### src/rtl/obst_pkg.sv
// Shared constants and types for the optimal binary search tree cost table.
// Used by the controller, the datapath and the top level.
`timescale 1ns / 1ps
`default_nettype none
package obst_pkg;
  localparam int MaxKeys   = 16;
  localparam int IdxW      = 6;
  localparam int KeyW      = $clog2(MaxKeys);
  localparam int CntW      = 7;
  localparam int WeightW   = 16;
  localparam int CostW     = 28;
  localparam int AddrW     = 2 * KeyW;
  localparam int TableD    = MaxKeys * MaxKeys;
  localparam logic [CostW-1:0] CostMax = {CostW{1'b1}};

  localparam logic KindLoad  = 1'b0;
  localparam logic KindQuery = 1'b1;

  // Controller to datapath.
  typedef struct packed {
    logic           wt_wr;     // store weight at i
    logic           diag_wr;   // write diagonal entry (i,i)
    logic           lrd_rd;    // issue reads for (i,k-1) and (k+1,j)
    logic           eval;      // fold the read data for root k
    logic           first;     // k == i
    logic           has_l;     // k > i
    logic           has_r;     // k < j
    logic           cell_wr;   // write (i,j) from best
    logic           q_rd;      // issue read of (i,j) for a result
    logic [KeyW-1:0] i;
    logic [KeyW-1:0] j;
    logic [KeyW-1:0] k;
  } dp_cmd_t;
endpackage
`default_nettype wire

### src/rtl/obst_ctrl.sv
// Controller: load sequencing, interval sweep of the table fill, query issue.
// Depends on obst_pkg.
`timescale 1ns / 1ps
`default_nettype none
module obst_ctrl (
  input  wire logic                       clk_i,
  input  wire logic                       rst_ni,
  input  wire logic                       start_i,
  input  wire logic                       kind_i,
  input  wire logic                       last_i,
  input  wire logic [obst_pkg::IdxW-1:0]  left_index_i,
  input  wire logic [obst_pkg::IdxW-1:0]  right_index_i,
  output logic                            busy_o,
  output obst_pkg::dp_cmd_t               cmd_o,
  output logic                            res_rd_o,
  output logic                            res_err_o,
  output logic                            done_o,
  output logic                            done_err_o
);
  import obst_pkg::*;

  typedef enum logic [2:0] {
    StIdle, StDiag, StIssue, StLast, StWrite, StRes
  } state_e;

  state_e          state_q;
  logic [CntW-1:0] cnt_q;
  logic            ready_q;
  logic [KeyW-1:0] i_q, j_q, k_q, d_q;
  logic            accept, full, qbad;
  logic [KeyW-1:0] nkm1;

  assign accept = start_i && !busy_o;
  assign full   = cnt_q >= CntW'(MaxKeys);
  assign nkm1   = KeyW'(cnt_q - CntW'(1));
  assign qbad   = !ready_q || (left_index_i > right_index_i)
                || ({1'b0, right_index_i} >= cnt_q);
  assign busy_o = (state_q != StIdle);

  always_comb begin
    cmd_o       = '0;
    cmd_o.i     = i_q;
    cmd_o.j     = j_q;
    cmd_o.k     = k_q;
    cmd_o.first = (k_q == i_q);
    cmd_o.has_l = (k_q != i_q);
    cmd_o.has_r = (k_q != j_q);
    res_rd_o    = 1'b0;
    case (state_q)
      StIdle: begin
        if (accept && kind_i == KindLoad) begin
          cmd_o.i = (ready_q || full) ? '0 : KeyW'(cnt_q);
          cmd_o.wt_wr = !full || ready_q;
        end else if (accept) begin
          cmd_o.i    = KeyW'(left_index_i);
          cmd_o.j    = KeyW'(right_index_i);
          cmd_o.q_rd = 1'b1;
          res_rd_o   = !qbad;
        end
      end
      StDiag:  cmd_o.diag_wr = 1'b1;
      StIssue: begin
        cmd_o.lrd_rd = 1'b1;
        cmd_o.eval   = 1'b1;
      end
      StWrite: cmd_o.cell_wr = 1'b1;
      StRes: begin
        cmd_o.i    = '0;
        cmd_o.j    = nkm1;
        cmd_o.q_rd = 1'b1;
        res_rd_o   = 1'b1;
      end
      default: ;
    endcase
  end

  always_ff @(posedge clk_i or negedge rst_ni) begin
    if (!rst_ni) begin
      state_q    <= StIdle;
      cnt_q      <= '0;
      ready_q    <= 1'b0;
      i_q        <= '0;
      j_q        <= '0;
      k_q        <= '0;
      d_q        <= '0;
      res_err_o  <= 1'b0;
      done_o     <= 1'b0;
      done_err_o <= 1'b0;
    end else begin
      res_err_o  <= 1'b0;
      done_o     <= 1'b0;
      done_err_o <= 1'b0;
      case (state_q)
        StIdle: begin
          if (accept && kind_i == KindLoad) begin
            if (ready_q) begin
              ready_q <= 1'b0;
              cnt_q   <= CntW'(1);
            end else if (!full) begin
              cnt_q <= cnt_q + CntW'(1);
            end
            if (last_i) begin
              i_q     <= '0;
              j_q     <= '0;
              state_q <= StDiag;
            end
          end else if (accept) begin
            // Query: data comes from RAM next cycle; the status flags are registered and arrive with it.
            if (qbad) begin
              done_o     <= 1'b1;
              done_err_o <= 1'b1;
            end else begin
              res_err_o <= 1'b1;
            end
          end
        end
        StDiag: begin
          if (i_q == nkm1) begin
            if (cnt_q == CntW'(1)) begin
              state_q <= StRes;
            end else begin
              d_q <= KeyW'(1);
              i_q <= '0;
              j_q <= KeyW'(1);
              k_q <= '0;
              state_q <= StIssue;
            end
          end else begin
            i_q <= i_q + KeyW'(1);
            j_q <= j_q + KeyW'(1);
          end
        end
        StIssue: begin
          if (k_q == j_q) begin
            state_q <= StLast;
          end else begin
            k_q <= k_q + KeyW'(1);
          end
        end
        StLast:  state_q <= StWrite;
        StWrite: begin
          if (j_q == nkm1) begin
            if (d_q == nkm1) begin
              state_q <= StRes;
            end else begin
              d_q <= d_q + KeyW'(1);
              i_q <= '0;
              j_q <= d_q + KeyW'(1);
              k_q <= '0;
              state_q <= StIssue;
            end
          end else begin
            i_q <= i_q + KeyW'(1);
            j_q <= j_q + KeyW'(1);
            k_q <= i_q + KeyW'(1);
            state_q <= StIssue;
          end
        end
        StRes: begin
          ready_q   <= 1'b1;
          res_err_o <= 1'b1;
          state_q   <= StIdle;
        end
        default: state_q <= StIdle;
      endcase
    end
  end
endmodule
`default_nettype wire

### config.mk
export PLATFORM = sky130hd
export DESIGN_NAME = obst_ctrl
export DESIGN_NICKNAME = d
export VERILOG_FILES = /design/src/rtl/obst_pkg.sv /design/src/rtl/obst_ctrl.sv
export SDC_FILE = /design/constraint.sdc
export NUM_CORES = 1
export LEC_CHECK = 0
export BUFFER_PORTS_ARGS = -buffer_cell sky130_fd_sc_hd__buf_2
export CAP_MARGIN = 10
export CORE_ASPECT_RATIO = 2
export CORE_MARGIN = 3
export CORE_UTILIZATION = 50
export DETAILED_ROUTE_END_ITERATION = 6
export PLACE_DENSITY = 0.68
export SKIP_LAST_GASP = 1
export SYNTH_ARGS = -nofsm -noshare
export SYNTH_HDL_FRONTEND = slang
export SYNTH_SLANG_ARGS = --single-unit
### constraint.sdc
create_clock -name clk_i -period 3.6 [get_ports clk_i]
set_clock_uncertainty 0.05 [all_clocks]
set_input_delay 0.36 -clock clk_i [delete_from_list [all_inputs] [get_ports clk_i]]
set_output_delay 0.36 -clock clk_i [all_outputs]
set_load 0.005 [all_outputs]
Yosys cells after proc, flatten, opt, wreduce, memory -nomap -nowiden:

Cells that the tools add are included.

* bits in registers: 29
* input bits: 17
* output and inout bits: 26
* logic and storage cells: 117

* add/subtract/negate cells: 6
* magnitude comparators: 3
* equal/unequal tests: 24
* mux-type cells: 52
* bitwise operators: 1
* reduce and logical (&&, ||, !) cells: 22

Operators by type and width (count)
* $mux 4: 17
* $pmux 4 s3: 3
* $mux 3: 7
* $eq 4x4->1: 5
* $ne 2x2->1 const B: 9
* $pmux 9 s2: 1
* $add 4x1->4 const B: 4
* $mux 1: 15
* $pmux 3 s5: 1
* $reduce_and 5->1: 3
* $mux 7: 2
* $mux 9: 1
* $reduce_bool 3->1: 3
* $ne 4x4->1: 2
* $pmux 4 s2: 1
* $add 7x1->7 const B: 1
* $eq 7x1->1 const B: 1
* $ge 6x7->1: 1
* $ge 7x5->1 const B: 1
* $eq 3x2->1 const B: 2
* $eq 3x3->1 const B: 2
* $gt 6x6->1: 1
* $ne 3x3->1 const B: 2
* $pmux 1 s2: 3
* 12 further kinds: 20

Depth between registers and ports, before layout:

Gate-level depths: netlist (run 1).

* depth in word-level cells: 7
* gate-level depth with buffers: 12
* mapped depth without buffers: 8

Worst setup path before layout (run 1):

Ideal clock, no wire load.

* kind: register to register
* from: register cnt_q[0]
* to: register j_q[0]
* setup time: 0.125 ns
* arrival: 2.539 ns
* data required time: 3.425 ns
* path slack: 0.886 ns
* cell stages (with the launch flop): 12
* buffers on the path: 3
* period minus slack after synthesis: 2.714 ns
* cell sequence: dfrtp_1 -> buf_6 -> inv_1 -> ha_1 -> xor3_1 -> nor3_2 -> and2_1 -> buf_6 -> and4_4 -> or2_1 -> buf_6 -> mux2_4

* word-level cells in the longest chain between the ends: 4
* elaborated cells between the ends (all ways): 11
* classes of those cells: 1 x add/sub; 6 x eq/ne; 3 x mux; 1 x reduce/logical

RTL lines
* start: declaration: RTL line obst_ctrl.sv:27 `logic [CntW-1:0] cnt_q;`
* start signal: assignment: RTL line obst_ctrl.sv:98 `cnt_q <= CntW'(1);`
* start signal: assignment: RTL line obst_ctrl.sv:100 `cnt_q <= cnt_q + CntW'(1);`
* $sub 4x1->4: RTL line obst_ctrl.sv:35 `assign nkm1 = KeyW'(cnt_q - CntW'(1));`
* $eq 4x4->1 (on tied branches): RTL line obst_ctrl.sv:142, obst_ctrl.sv:118, obst_ctrl.sv:143
* $ne 3x3->1 (no line), or another cell as far along
* $reduce_and 5->1 (no line) or $pmux 4 s3 (tied branches)
* end signal: assignment: RTL line obst_ctrl.sv:130 `j_q <= j_q + KeyW'(1);`
* end signal: assignment: RTL line obst_ctrl.sv:148 `j_q <= d_q + KeyW'(1);`
* end signal: assignment: RTL line obst_ctrl.sv:154 `j_q <= j_q + KeyW'(1);`
* end: declaration: RTL line obst_ctrl.sv:29 `logic [KeyW-1:0] i_q, j_q, k_q, d_q;`

Several ways; a longest one is shown, not always the timed one.
A chain may end at the register's enable or synchronous reset.

Worst setup path in the final report (run 1):

* from: register cnt_q[1]
* to: register j_q[3]

The elaborated chain is that of the path after synthesis.

==> impl_results.md, run 1 <==
* Result of the run: complete, no violations
* Rel. slew slack at 0.295
* GR Util All Layers at 0.233
* Count of distinct cell types in the synthesized netlist at 59
* Min-delay worst type: in2async
* Number of sinks handled by clock tree synthesis at 29
* Min setup slack post-route at 0.621 ns
* Area of the multi-input gates at ~1600 um^2
* Number of vias per cell after detailed routing at around 6.0
* H-Tree Depth at 2
* Pwr Density at approximately 800 nW/um^2
* Post-detailed-route DRC marker count at 0
* Number of hold buffers added after cts at 0
* Top fanout value on the critical path at 7
* Last weighted congestion value of the routability-driven placer at between 0.9 and 1
* Predominant post-synthesis flop cell: sky130_fd_sc_hd__dfrtp_1
* Antenna violations before repair at 0
* Max capacitance violation total at 0
* Sequential element share of the synthesized area at 0.282
* CTS tree: yes
* Final Max Tran Viols at 0
* Number of standard-cell rows in the floorplan at 36
* Number of enable-type register cells in the synthesized netlist at 0
* HPWL after detailed placement at 5.44 mm
* GRT Residual Overflow at 0
* Core Area at 4910 um^2
* Clock network power share at 0.112
* Number of standard cells after synthesis at 291
* Number of setup buffers added after CTS at 0
* Number of DRC violations after detailed-routing iteration 0 at 95
* Required time reported for the critical path endpoint at approximately 3.7 ns
* Net Switching at 1.10 mW
* Pin count of the biggest net entering global routing at 30
* Commonest non-fill, non-tap cells in the layout: sky130_fd_sc_hd__buf_2 (42), sky130_fd_sc_hd__dfrtp_1 (29), sky130_fd_sc_hd__inv_1 (25)
* Total wire length at a little under 7 mm
* Number of nets with antenna violations after routing at 0
* Final Cycle Share at 0.828
* Count of buffers from port buffering at 42
* Data arrival, critical path at 3.09 ns
* Die height at 107 um
* Cell area after placement at between 2000 and 3000 um^2
* Critical path start-end classification: reg2reg
* Commonest non-fill, non-tap cell in the layout: sky130_fd_sc_hd__buf_2
* WL per Instance at around 18 um
* Post-synthesis to final-layout area growth at 10.4%
* Setup repair after global routing missed its margin: false
* Worst-skew pair later-pin latency at 0.27 ns
* Final-report setup violation count at 0
* Maximum clock rate at 336 MHz
* Tmin final at 2.98 ns
* Count of final hold-check violations at 0
* Final layout net count at roughly 360
* Register bit count reported by yosys at 29
* Clock Path Buffers at 2
* Area leader, netlist: sky130_fd_sc_hd__dfrtp_1
* Total number of vias at 2300
* CP endpoint kind: register
* Fraction of layout instances using a drive strength above 1 at 0.196
* Warning count from the yosys run at 0
* Ant diodes at 0
* Number of fill cells in the layout at ~480
* Library cell used as clock root buffer: sky130_fd_sc_hd__clkbuf_8
* Startpoint class of the critical path: register
* Seq. cell area at ~730 um^2
* Worst setup slack after placement at around 0.64 ns
* Vias in the first global route at between 2000 and 2500
* Net switching share of the total power at 0.478
* Number of nets in the synthesized netlist at 327
* Total standard cell area after synthesis at 2570 um^2
* Horizontal die dimension at around 57 um
* Most area-consuming cells after synthesis: sky130_fd_sc_hd__dfrtp_1 (28%), sky130_fd_sc_hd__ha_1 (9.2%), sky130_fd_sc_hd__xnor2_1 (6.1%)
* Wire length of the first global-routing pass at 10.9 mm
* Initial cell density of the core at 0.524
* Part of the total power dissipated in combinational logic at 0.622
* Actual transition at the worst max-transition pin at 1.05 ns
* Static leakage at 1.40 nW
* I/O pin cnt at 43
* Post-synth top area share at 0.282
* Non-Filler Cell Area, Final at 2840 um^2
* Internal power at 1.20 mW
* IR drop worst, VDD at ~490 uV
* Mean instance size in the synthesized netlist at 8.84 um^2
* Number of buffers inserted during clock tree synthesis at 5
* Post-synth ARST share at 1.00
* First drt pass iteration count at 4
* Fin Setup TNS at 0 ns
* Flop pwr share at 0.266
* Number of gates given a new drive strength after cts at 0
* DIE AREA at about 6000 um^2
* Register clock-pin slew on the reported worst setup and hold paths at 0.06 ns
layout make-up:
type | instances | area share
clock buffers | 8 | 0.0282
inverters | 27 | 0.0357
multi-input cells | 219 | 0.578
flip-flops and latches | 29 | 0.256
well taps | 57 | 0.0251
repair buffers | 43 | 0.0767
power by group through the flow:
stage | combinational [mW] | sequential (mW) | clock, mW
finish | 1.43 | 0.612 | 0.259
global route | 1.57 | 0.633 | 0.280
CTS | 1.43 | 0.610 | 0.265
detailed placement | 1.43 | 0.615 | 0
global placement | 1.41 | 0.613 | 0
floorplan | 1.22 | 0.495 | 0
sequential cells by signal, summed over array words and instances (netlist names):
| signal | count |
|---|---|
| cnt_q | 7 |
| d_q | 4 |
| i_q | 4 |
| j_q | 4 |
| k_q | 4 |
| state_q | 3 |
| done_err_o | 1 |
| ready_q | 1 |
| res_err_o | 1 |
worst max-delay path, stage by stage, from the launching register on:
cell	delay, ns
sky130_fd_sc_hd__dfrtp_1	0.45
sky130_fd_sc_hd__inv_1	0.15
sky130_fd_sc_hd__ha_1	0.25
sky130_fd_sc_hd__xor3_1	0.47
sky130_fd_sc_hd__nor3_2	0.27
sky130_fd_sc_hd__and2_1	0.29
sky130_fd_sc_hd__and4_4	0.27
sky130_fd_sc_hd__or2_1	0.32
sky130_fd_sc_hd__mux2_4	0.34
through the flow:
stage | hold slack, ns | instances | util | total power [mW]
after global placement | 0.384 | 375 | 0.562 | 2.02
after global routing | 0.107 | 383 | 0.578 | 2.48
after detailed placement | 0.387 | 375 | 0.562 | 2.05
final | 0.0643 | 383 | 0.578 | 2.30
after floorplan | 0.0144 | 291 | - | 1.71
after CTS | 0.0927 | 383 | 0.578 | 2.31
logic make-up after synthesis:
| group | synth area share |
|---|---|
| compound gates | 0.192 |
| xor+xnor | 0.124 |
| fa+ha+maj | 0.0925 |
| buf+inv | 0.0793 |
| flops | 0.282 |
| mux | 0.0341 |
| simple gates | 0.196 |
Yosys cell counts (3+ instances only):
| master | n |
|---|---|
| sky130_fd_sc_hd__a22oi_1 | 3 |
| sky130_fd_sc_hd__o221ai_1 | 5 |
| sky130_fd_sc_hd__nor3_1 | 8 |
| sky130_fd_sc_hd__xor2_1 | 6 |
| sky130_fd_sc_hd__clkbuf_1 | 6 |
| sky130_fd_sc_hd__a21oi_1 | 13 |
| sky130_fd_sc_hd__nand2b_1 | 5 |
| sky130_fd_sc_hd__o31ai_1 | 3 |
| sky130_fd_sc_hd__dfrtp_1 | 29 |
| sky130_fd_sc_hd__inv_1 | 25 |
| sky130_fd_sc_hd__xnor2_1 | 18 |
| sky130_fd_sc_hd__nor2_1 | 17 |
| sky130_fd_sc_hd__nor4_1 | 3 |
| sky130_fd_sc_hd__o21ai_0 | 22 |
| sky130_fd_sc_hd__nand2_1 | 21 |
| sky130_fd_sc_hd__o21a_1 | 3 |
| sky130_fd_sc_hd__mux2_4 | 3 |
| sky130_fd_sc_hd__nand4_1 | 5 |
| sky130_fd_sc_hd__nor2b_1 | 5 |
| sky130_fd_sc_hd__buf_6 | 4 |
| sky130_fd_sc_hd__nand3_1 | 8 |
| sky130_fd_sc_hd__a21o_1 | 3 |
| sky130_fd_sc_hd__buf_2 | 3 |
| sky130_fd_sc_hd__ha_1 | 19 |
| sky130_fd_sc_hd__and3_1 | 5 |
| sky130_fd_sc_hd__a31oi_1 | 3 |
layer usage:
metal	wire length, um	part of all wire	GRT usage
met2	3700	0.54	0.440
met5	0	0	0
met1	2470	0.36	0.234
met4	328	0.048	0.138
met3	321	0.047	0.0300
path summary, 6_finish.rpt:
check                         start       end  slack [ns]  depth (start not counted)
setup / recovery           cnt_q[1]    j_q[3]        0.62                          8
hold / removal               rst_ni  cnt_q[4]        0.06                          1
setup reg to reg           cnt_q[1]    j_q[3]        0.62                          8
hold reg to reg            cnt_q[5]  cnt_q[5]        0.51                          2
max in group asynchronous    rst_ni    k_q[3]        2.99                          1
min in group clk_i           kind_i  cnt_q[5]        0.44                          3
No activity file was read; power rests on OpenSTA's default activity.
==> run 2: changes to the inputs <==
ABC_AREA = 1   (was default)
clock period = 2.95 ns   (was 3.6 ns; I/O delays follow)
==> impl_results.md, run 2 <==
* Result of the run: finished with violations (was complete, no violations)
* Violations in the final reports: negative hold slack
* Final Cycle Share at 0.886
* Number of buffers inserted during clock tree synthesis at 5 (unchanged)
* Worst setup slack after placement at 0.580 ns (was 0.644 ns)
* Last weighted congestion value of the routability-driven placer at 0.901 (was 0.915)
* Count of buffers from port buffering at 42 (unchanged)
* Cell area after placement at 2910 um^2 (was 2760 um^2)
* Core Area at 5180 um^2 (was 4910 um^2)
* Area of the multi-input gates at 1700 um^2 (was 1640 um^2)
* Total power consumption of the routed design at 0.771 mW (was 2.30 mW)
* Max capacitance violation total at 0 (unchanged)
* Post-synth top area share at 0.269 (was 0.282)
* Tmin final at 2.61 ns
* Number of sinks handled by clock tree synthesis at 29 (unchanged)
* Number of fill cells in the layout at 565 (was 477)
* Sequential element share of the synthesized area at 0.269 (was 0.282)
* Data arrival, critical path at 2.27 ns (was 3.09 ns)
* Max reg flops at 7 (unchanged)
* Count of distinct cell types in the synthesized netlist at 37 (was 59)
* Number of DRC violations after detailed-routing iteration 0 at 76 (was 95)
* DIE AREA at 6360 um^2 (was 6090 um^2)
* Top cells by count, synth: sky130_fd_sc_hd__nand2_1 (122), sky130_fd_sc_hd__inv_1 (49), sky130_fd_sc_hd__nand3_1 (45) (was sky130_fd_sc_hd__dfrtp_1 (29), sky130_fd_sc_hd__inv_1 (25), sky130_fd_sc_hd__o21ai_0 (22))
* I/O pin cnt at 43 (unchanged)
* Setup repair after global routing missed its margin: false (unchanged)
* Clock Path Buffers at 2 (unchanged)
* Register bit count reported by yosys at 29 (unchanged)
* Rel. slew slack at 0.541 (was 0.295)
* Number of nets with antenna violations after routing at 0 (unchanged)
* Startpoint class of the critical path: register (unchanged)
* Post-synth ARST share at 1.00 (unchanged)
* Commonest non-fill, non-tap cell in the layout: sky130_fd_sc_hd__nand2_1 (was sky130_fd_sc_hd__buf_2)
* Fin Setup TNS at 0 ns (unchanged)
* Number of hold buffers added after cts at 0 (unchanged)
* Most area-consuming cells after synthesis: sky130_fd_sc_hd__dfrtp_1 (27%), sky130_fd_sc_hd__nand2_1 (17%), sky130_fd_sc_hd__ha_1 (8.8%) (was sky130_fd_sc_hd__dfrtp_1 (28%), sky130_fd_sc_hd__ha_1 (9.2%), sky130_fd_sc_hd__xnor2_1 (6.1%))
* Number of nets in the synthesized netlist at 440 (was 327)
* H-Tree Depth at 2 (unchanged)
* Non-Filler Cell Area, Final at 3000 um^2 (was 2840 um^2)
* Number of enable-type register cells in the synthesized netlist at 0 (unchanged)
* Number of gates given a new drive strength after cts at 0 (unchanged)
* Total standard cell area after synthesis at 2700 um^2 (was 2570 um^2)
* Total number of vias at 2747 (was 2300)
* Total wire length at 7.65 mm (was 6.81 mm)
* Most common cell in the synthesized netlist: sky130_fd_sc_hd__nand2_1 (was sky130_fd_sc_hd__dfrtp_1)
* Final Max Tran Viols at 0 (unchanged)
* IR drop worst, VDD at 319 uV (was 486 uV)
* Number of setup buffers added after CTS at 0 (unchanged)
* Static leakage at 1.65 nW (was 1.40 nW)
* Min-delay worst type: in2async (unchanged)
* Final layout net count at 478 (was 361)
* Mean instance size in the synthesized netlist at 6.67 um^2 (was 8.84 um^2)
* Number of standard cells after synthesis at 404 (was 291)
* Count of final hold-check violations at 9 (was 0)
* CP endpoint kind: output pin (was register)
* Post-detailed-route DRC marker count at 0 (unchanged)
* Fraction of layout instances using a drive strength above 1 at 0.167 (was 0.196)
* Post-synthesis to final-layout area growth at 11.1% (was 10.4%)
* Number of standard-cell rows in the floorplan at 37 (was 36)
* Top reg by flops: cnt_q (unchanged)
* Required time reported for the critical path endpoint at 2.61 ns (was 3.71 ns)
* Seq. cell area at 726 um^2 (unchanged)
* Final-report setup violation count at 0 (unchanged)
* Worst-skew pair later-pin latency at 0.29 ns (was 0.27 ns)
* Number of vias per cell after detailed routing at 5.48 (was 6.01)
* Warning count from the yosys run at 0 (unchanged)
* CTS tree: yes (unchanged)
* Maximum clock rate at 383 MHz
* Die height at 110 um (was 107 um)
* Pwr Density at 257 nW/um^2 (was 812 nW/um^2)
* First drt pass iteration count at 4 (unchanged)
* Actual transition at the worst max-transition pin at 0.688 ns (was 1.05 ns)
* Min setup slack post-route at 0.337 ns (was 0.621 ns)
* Wire length of the first global-routing pass at 12.6 mm (was 10.9 mm)
* Horizontal die dimension at 57.9 um (was 56.7 um)
* GRT Residual Overflow at 0 (unchanged)
* Hold Worst Slack at -0.00877 ns (was 0.0643 ns)
* Vias in the first global route at 2804 (was 2314)
* GR Util All Layers at 0.262 (was 0.233)
* Top fanout value on the critical path at 7 (unchanged)
* Register clock-pin slew on the reported worst setup and hold paths at 0.06 ns (about the same)
* Commonest non-fill, non-tap cells in the layout: sky130_fd_sc_hd__nand2_1 (122), sky130_fd_sc_hd__inv_1 (49), sky130_fd_sc_hd__nand3_1 (45) (was sky130_fd_sc_hd__buf_2 (42), sky130_fd_sc_hd__dfrtp_1 (29), sky130_fd_sc_hd__inv_1 (25))
* Area leader, netlist: sky130_fd_sc_hd__dfrtp_1 (unchanged)
* Critical path start-end classification: reg2out (was reg2reg)
* Antenna violations before repair at 0 (unchanged)
* Pin count of the biggest net entering global routing at 30 (unchanged)
* HPWL after detailed placement at 6.26 mm (was 5.44 mm)
* Initial cell density of the core at 0.520 (was 0.524)
* WL per Instance at 15.3 um (was 17.8 um)
* Library cell used as clock root buffer: sky130_fd_sc_hd__clkbuf_8 (unchanged)
* Predominant post-synthesis flop cell: sky130_fd_sc_hd__dfrtp_1 (unchanged)
* Ant diodes at 0 (unchanged)
==> run 2: cell count changes in the layout (fill, tap and decap cells not counted), moves of 5 or more <==
cell,delta
sky130_fd_sc_hd__inv_1,+24
sky130_fd_sc_hd__nand2_1,+101
sky130_fd_sc_hd__nand2_2,+5
sky130_fd_sc_hd__nand2b_1,-5
sky130_fd_sc_hd__nand3_1,+37
sky130_fd_sc_hd__nor2_1,+11
sky130_fd_sc_hd__nor2_2,+5
sky130_fd_sc_hd__nor2b_1,-5
sky130_fd_sc_hd__nor3_1,-6
sky130_fd_sc_hd__xnor2_1,-12
sky130_fd_sc_hd__xor2_1,+8
==> run 2: final timing paths <==
check / from / endpoint / slack [ns] / cells past startpoint
max: cnt_q[2] / res_rd_o / 0.34 / 10
min reg2reg: cnt_q[5] / cnt_q[5] / 0.50 / 2
max reg2reg: cnt_q[0] / k_q[1] / 0.55 / 13
max in group asynchronous: rst_ni / i_q[3] / 2.41 / 1
min in group clk_i: start_i / ready_q / 0.43 / 4
min: rst_ni / cnt_q[6] / -0.009 / 1
==> run 2: critical path: stages (launching register included) <==
cell and delay, ns:
sky130_fd_sc_hd__dfrtp_1 0.45, sky130_fd_sc_hd__inv_2 0.12, sky130_fd_sc_hd__ha_1 0.33, sky130_fd_sc_hd__a21oi_1 0.13, sky130_fd_sc_hd__o21ai_0 0.09, sky130_fd_sc_hd__nand4_1 0.08, sky130_fd_sc_hd__nand2_1 0.05, sky130_fd_sc_hd__nor2_1 0.24
sky130_fd_sc_hd__nand3_1 0.11, sky130_fd_sc_hd__o21ai_0 0.23, sky130_fd_sc_hd__buf_2 0.16
==> run 2: cell type report <==
cell class	count	share of cell area
Multi-Input combinational cell	311	0.569
Sequential cell	29	0.242
Timing Repair Buffer	42	0.0701
Inverter	53	0.0672
Clock buffer	6	0.0242
Tap cell	58	0.0242
Clock inverter	2	0.00334
==> run 2: power breakdown <==
| group | switching [mW] | leakage, nW | internal [mW] |
|---|---|---|---|
| sequential | 0 | 0.325 | 0.398 |
| clock | 0.162 | 0.0450 | 0.163 |
| combinational | 0.0296 | 1.28 | 0.0184 |
| total | 0.192 | 1.65 | 0.579 |
==> run 2: cells by family (layout without fill, tap and decap cells) <==
kind of cell / Yosys count / after routing / share of synthesized area
xor+xnor: 20 / 20 / 0.0650
flops: 29 / 29 / 0.269
buf+inv: 64 / 103 / 0.0988
compound gates: 48 / 48 / 0.103
fa+ha+maj: 19 / 19 / 0.0882
simple gates: 224 / 224 / 0.376
==> run 2: layer usage <==
layer | part of all wire | GRT usage | up-vias
met5 | 0 | 0 | -
met4 | 0.045 | 0.164 | 0
met3 | 0.048 | 0.0494 | 20
met2 | 0.57 | 0.523 | 73
met1 | 0.34 | 0.224 | 1279
li1 | - | - | 1375
==> run 2: per-stage QoR <==
stage	util	std cells
final	0.578	501
after detailed placement	0.562	493
after CTS	0.578	501
after global placement	0.562	493
after floorplan	-	404
after global routing	0.578	501
